--- config.mk ---
export PLATFORM = sky130hd
export DESIGN_NAME = fsma_cell
export DESIGN_NICKNAME = d
export VERILOG_FILES = /design/src/rtl/core/flagged_sign_magnitude_alu_macros.svh /design/src/rtl/core/fsma_pkg.sv /design/src/rtl/core/fsma_cell.sv
export SDC_FILE = /design/constraint.sdc
export NUM_CORES = 2
export LEC_CHECK = 0
export BUFFER_PORTS_ARGS = -buffer_cell sky130_fd_sc_hd__buf_2
export CORE_AREA = 2 2 412 414
export DETAILED_ROUTE_END_ITERATION = 10
export DIE_AREA = 0 0 414 416
export GPL_TIMING_DRIVEN = 0
export PLACE_DENSITY = 0.39
export SLEW_MARGIN = 15
export SYNTH_ARGS = -nofsm -noshare
export SYNTH_HDL_FRONTEND = slang
export SYNTH_SLANG_ARGS = --single-unit
--- constraint.sdc ---
create_clock -name clk -period 5.3 [get_ports clk]
set_input_delay 0 -clock clk [delete_from_list [all_inputs] [get_ports clk]]
set_output_delay 0 -clock clk [all_outputs]
set_load 0.05 [all_outputs]
--- src/rtl/core/flagged_sign_magnitude_alu_macros.svh ---
// Assertion macros used by the ALU top module.
`ifndef FLAGGED_SIGN_MAGNITUDE_ALU_MACROS_SVH
`define FLAGGED_SIGN_MAGNITUDE_ALU_MACROS_SVH

// Implication checked on every clock edge outside reset.
`define FSM_ASSERT_IMP(label, clk, rst_n, ante, cons, msg) \
  label: assert property (@(posedge clk) disable iff (!rst_n) (ante) |-> (cons)) \
    else $error(msg);

// Implication whose consequent is checked in the cycle after the antecedent.
`define FSM_ASSERT_NEXT(label, clk, rst_n, ante, cons, msg) \
  label: assert property (@(posedge clk) disable iff (!rst_n) (ante) |=> (cons)) \
    else $error(msg);

`endif

--- src/rtl/core/fsma_pkg.sv ---
package fsma_pkg;

  localparam int MagW   = 64;
  localparam int Stages = 64;
  localparam int IdxW   = 6;
  localparam int Lat    = Stages + 2;

  typedef enum logic [2:0] {
    MODE_ADD = 3'd0,
    MODE_SUB = 3'd1,
    MODE_MUL = 3'd2,
    MODE_DIV = 3'd3,
    MODE_MOD = 3'd4,
    MODE_CMP = 3'd5
  } mode_e;

  typedef enum logic [1:0] {
    ORD_LESS    = 2'd0,
    ORD_EQUAL   = 2'd1,
    ORD_GREATER = 2'd2,
    ORD_UNORD   = 2'd3
  } order_e;

  typedef struct packed {
    logic [2:0]      mode;
    logic [MagW-1:0] a_magnitude;
    logic            a_positive;
    logic            a_infinite;
    logic            a_notnum;
    logic [MagW-1:0] b_magnitude;
    logic            b_positive;
    logic            b_infinite;
    logic            b_notnum;
  } in_item_t;

  typedef struct packed {
    logic [MagW-1:0] r_magnitude;
    logic            r_positive;
    logic            r_infinite;
    logic            r_notnum;
    logic [1:0]      order;
  } out_item_t;

  // Word that travels down the cell row: one partial result per stage.
  typedef struct packed {
    logic              vld;
    in_item_t          op;
    logic [MagW-1:0]   rem;     // division remainder so far
    logic [MagW-1:0]   quo;     // quotient bits so far
    logic [2*MagW-1:0] prod;    // running product
    logic [2*MagW-1:0] mcand;   // zero-extended multiplicand
  } cell_data_t;

endpackage

--- src/rtl/core/fsma_cell.sv ---
// One step of the shared row: one restoring-divide bit and one
// shift-add multiply bit.
module fsma_cell (
  input  logic                clk,
  input  logic                rst_n,
  input  logic [fsma_pkg::IdxW-1:0] idx,
  input  fsma_pkg::cell_data_t d_in,
  output fsma_pkg::cell_data_t d_out
);
  import fsma_pkg::*;

  cell_data_t        d_r, d_nxt;
  logic [MagW:0]     trial;
  logic [MagW-1:0]   quo_bit_src;

  always_comb begin
    d_nxt = d_in;
    quo_bit_src = d_in.op.a_magnitude >> idx;
    trial = {d_in.rem, quo_bit_src[0]} - {1'b0, d_in.op.b_magnitude};
    if (!trial[MagW]) begin
      d_nxt.rem = trial[MagW-1:0];
      d_nxt.quo = d_in.quo | (MagW'(1) << idx);
    end else begin
      d_nxt.rem = {d_in.rem[MagW-2:0], quo_bit_src[0]};
    end
    if (d_in.op.b_magnitude[MagW-1-idx]) begin
      d_nxt.prod = d_in.prod + (d_in.mcand << (MagW-1-idx));
    end
  end

  always_ff @(posedge clk) begin
    if (!rst_n) begin
      d_r.vld <= 1'b0;
    end else begin
      d_r.vld <= d_in.vld;
    end
    d_r.op    <= d_nxt.op;
    d_r.rem   <= d_nxt.rem;
    d_r.quo   <= d_nxt.quo;
    d_r.prod  <= d_nxt.prod;
    d_r.mcand <= d_nxt.mcand;
  end

  assign d_out = d_r;
endmodule

==> flow_summary.ini <==
[grt]
grtUsageTotal = 0.246
grt_max_degree = 19
grt_pass1_vias = 40678
grt_pass1_wl_um = 305000
antenna_found_initial = 35
grt_remaining_overflow = 0

[die]
rows = 151
die-width_um = 414
fp.dieH_um = 416
coreArea_um2 = 168000
io_pins = 1052
die_area_um2 = 172000
start_util = 0.209

[sta]
fmax_ghz = 0.190
grt_setup_unrepaired = yes
slew_headroom = 0.147
worst_pin_slew_ps = 1280
holdWs_ps = 26.0
hold_viol = 0
finalCritPeriodShare = 0.996
maxSlewViolCount = 0
period_minus_slack_ps = 5280
fin_setup_tns_ps = 0
setup_viol_count_final = 0

[clock_tree]
cts_made_buffers = 61
cts_sinks = 522
tritoncts = done
clockRootBuffer = clkbuf_16
clk_pin_slew_worst_paths_ps = 60
clockBufferDepth = 3
cts_max_level = 2

[synth]
async_flop_share = 0
syn_area_um2 = 35100
synth_area_per_cell_um2 = 8.79
synth_edf_count = 0
synth_cell_types = 87
synth_nets = 4716
synth_warnings = 0
synth-main-ff-cell = dfxtp_1
ys_seq_area_frac = 0.298
ys_ff_latch = 522
synthCells = 3993

[critical_path]
start_kind = input port
cp_slowest_cell = dlygate4sd3_1
cp.depth = 22
crit_type = in -> reg
arrival_ps = 5870
max_stage_delay_ps = 640
crit_family = multiplexers
worstPathRequired_ps = 5890
cp-end-kind = flip-flop
path_cells = dlygate4sd3_1 > clkbuf_4 > mux4_2 > mux2_2 > mux2i_4 > mux2i_2 > nor2_1 > a21oi_1 > ha_1 > clkbuf_4 > nand4_1 > or3_4 > or4_4 > nor2_4 > o31ai_4 > nand3_4 > a21oi_4 > o41ai_4 > a221oi_4 > o31ai_2 > xor2_1 > mux2_2
crit_fanout = 7
worstSetupStartpoint = d_in[14]
crit_buf_inv = 3

[placed_design]
portBuffers = 1045
place.gp.congestion = 0.999
dp_hpwl_um = 185000

[power]
peakVddDrop_uv = 272
cellLeakagePower_nw = 24.2
total_power_mw = 18.5
power_density_nw_per_um2 = 337

[routing]
drc = 0
ant_nets = 0
drt-initial-drc-count = 2573
first_pass_iters = 5
wl_per_cell_um = 27.2
drt-total-wl_um = 221000
via_per_inst = 4.87
vias = 39592

[layout]
drive_gt1_frac = 0.328
nets = 6580
areaGrowthSynthToFinish_pct = 56.4
largest_reg_flops = 522

[min_path]
min_path_cells = 2
hold_path.class = in -> reg
worstHoldStart = d_in[37]

[flow_run]
drv_cap = 0

[status]
status = complete, no violations
-- area by class of cell --
type                    instances  area [um2]
well taps                    2218        2780
fillers                     17771      113000
repair buffers               1834       13100
multi-input cells            3040       24300
flip-flops and latches        522       10500
inverters                     185         709
clock inverters                22         349
diodes                         10        25.0
clock buffers                  88        1810
plain buffers                 213        1360
-- worst paths after layout --
check                   endpoint  slack [ps]
worst max-delay path  d_out[247]          20
worst min-delay path   d_out[37]          30
-- synthesized netlist by cell type, types with 21 or more instances --
cell,number,area (um2)
a211oi_1,25,188
a21boi_0,22,165
a21o_1,157,1180
a21oi_1,331,1660
buf_1,33,124
buf_2,29,145
clkbuf_1,173,649
dfxtp_1,522,10500
ha_1,191,2390
inv_1,182,683
mux2_2,179,2020
mux2i_1,144,1440
mux4_2,171,3850
nand2_1,434,1630
nand3_1,41,205
nand4_1,91,569
nor2_1,327,1230
nor3_1,48,240
o211ai_1,30,225
o21a_1,22,165
o21ai_0,230,1150
o21ai_1,61,305
o21bai_1,71,533
o31ai_1,23,173
or3_1,21,131
xnor2_1,96,841
xor2_1,73,639
-- logic make-up (layout without fill, tap and decap cells) --
group | count (synthesis) | in the layout | share of synthesized area
flip-flops | 522 | 522 | 0.298
AO/OA/AOI/OAI | 1083 | 1083 | 0.191
multiplexers | 499 | 499 | 0.210
other | 0 | 10 | 0
buffers and inverters | 431 | 2342 | 0.0491
AND/OR/NAND/NOR | 1096 | 1096 | 0.140
adder cells (fa/ha/maj) | 193 | 193 | 0.0693
XOR/XNOR | 169 | 169 | 0.0422
-- per-stage QoR --
step            util  instance area, um2  std cells  setup WS, ps
4_1_cts        0.321               53900       8109         0.655
5_1_grt        0.326               54900       8124         -74.7
2_1_floorplan      -               35200       3993          22.8
3_5_place_dp   0.257               43200       7257         -3670
6_report       0.326               54900       8132          23.1
3_3_place_gp   0.257               43200       7256         -3810
-- cells in the final DEF (no fill, tap or decap), drive strengths merged, types with 21 or more instances in the layout --
master | synthesis | final
buf | 72 | 1187
o21ai | 291 | 291
xor2 | 73 | 73
mux4 | 171 | 171
o21a | 22 | 22
or3 | 21 | 21
ha | 191 | 191
a211oi | 25 | 25
clkbuf | 174 | 233
mux2i | 144 | 144
o21bai | 71 | 71
nand4 | 91 | 91
dlygate4sd3 | 0 | 714
nor3 | 51 | 51
mux2 | 184 | 184
dfxtp | 522 | 522
a21oi | 334 | 334
o31ai | 23 | 23
nand2 | 435 | 435
a21boi | 22 | 22
a21o | 157 | 157
inv | 184 | 186
o211ai | 31 | 31
xnor2 | 96 | 96
nand3 | 42 | 42
nor2 | 327 | 327
or2 | 21 | 21
-- where the power goes --
group / internal, mW / switching, mW
Combinational: 3.04 / 6.24
Clock: 2.66 / 1.86
Sequential: 4.51 / 0.161
Total: 10.2 / 8.26
-- per-layer routing --
| layer | vias to the layer above | part of all wire | track usage |
|---|---|---|---|
| met3 | 344 | 0.058 | 0.0379 |
| met2 | 1549 | 0.49 | 0.437 |
| met4 | 12 | 0.045 | 0.0959 |
| li1 | 18261 | - | - |
| met1 | 19426 | 0.40 | 0.296 |
| met5 | - | 0.00038 | 0 |
-- what timing repair did --
action	CTS	global route
setup endpoints to repair	243	167
cloned	2	1
buffers inserted	46	26
hold buffers	714	0
hold endpoints to repair	522	0
resized for setup	303	200
pin swaps	31	37
No activity file was read; power rests on OpenSTA's default activity.
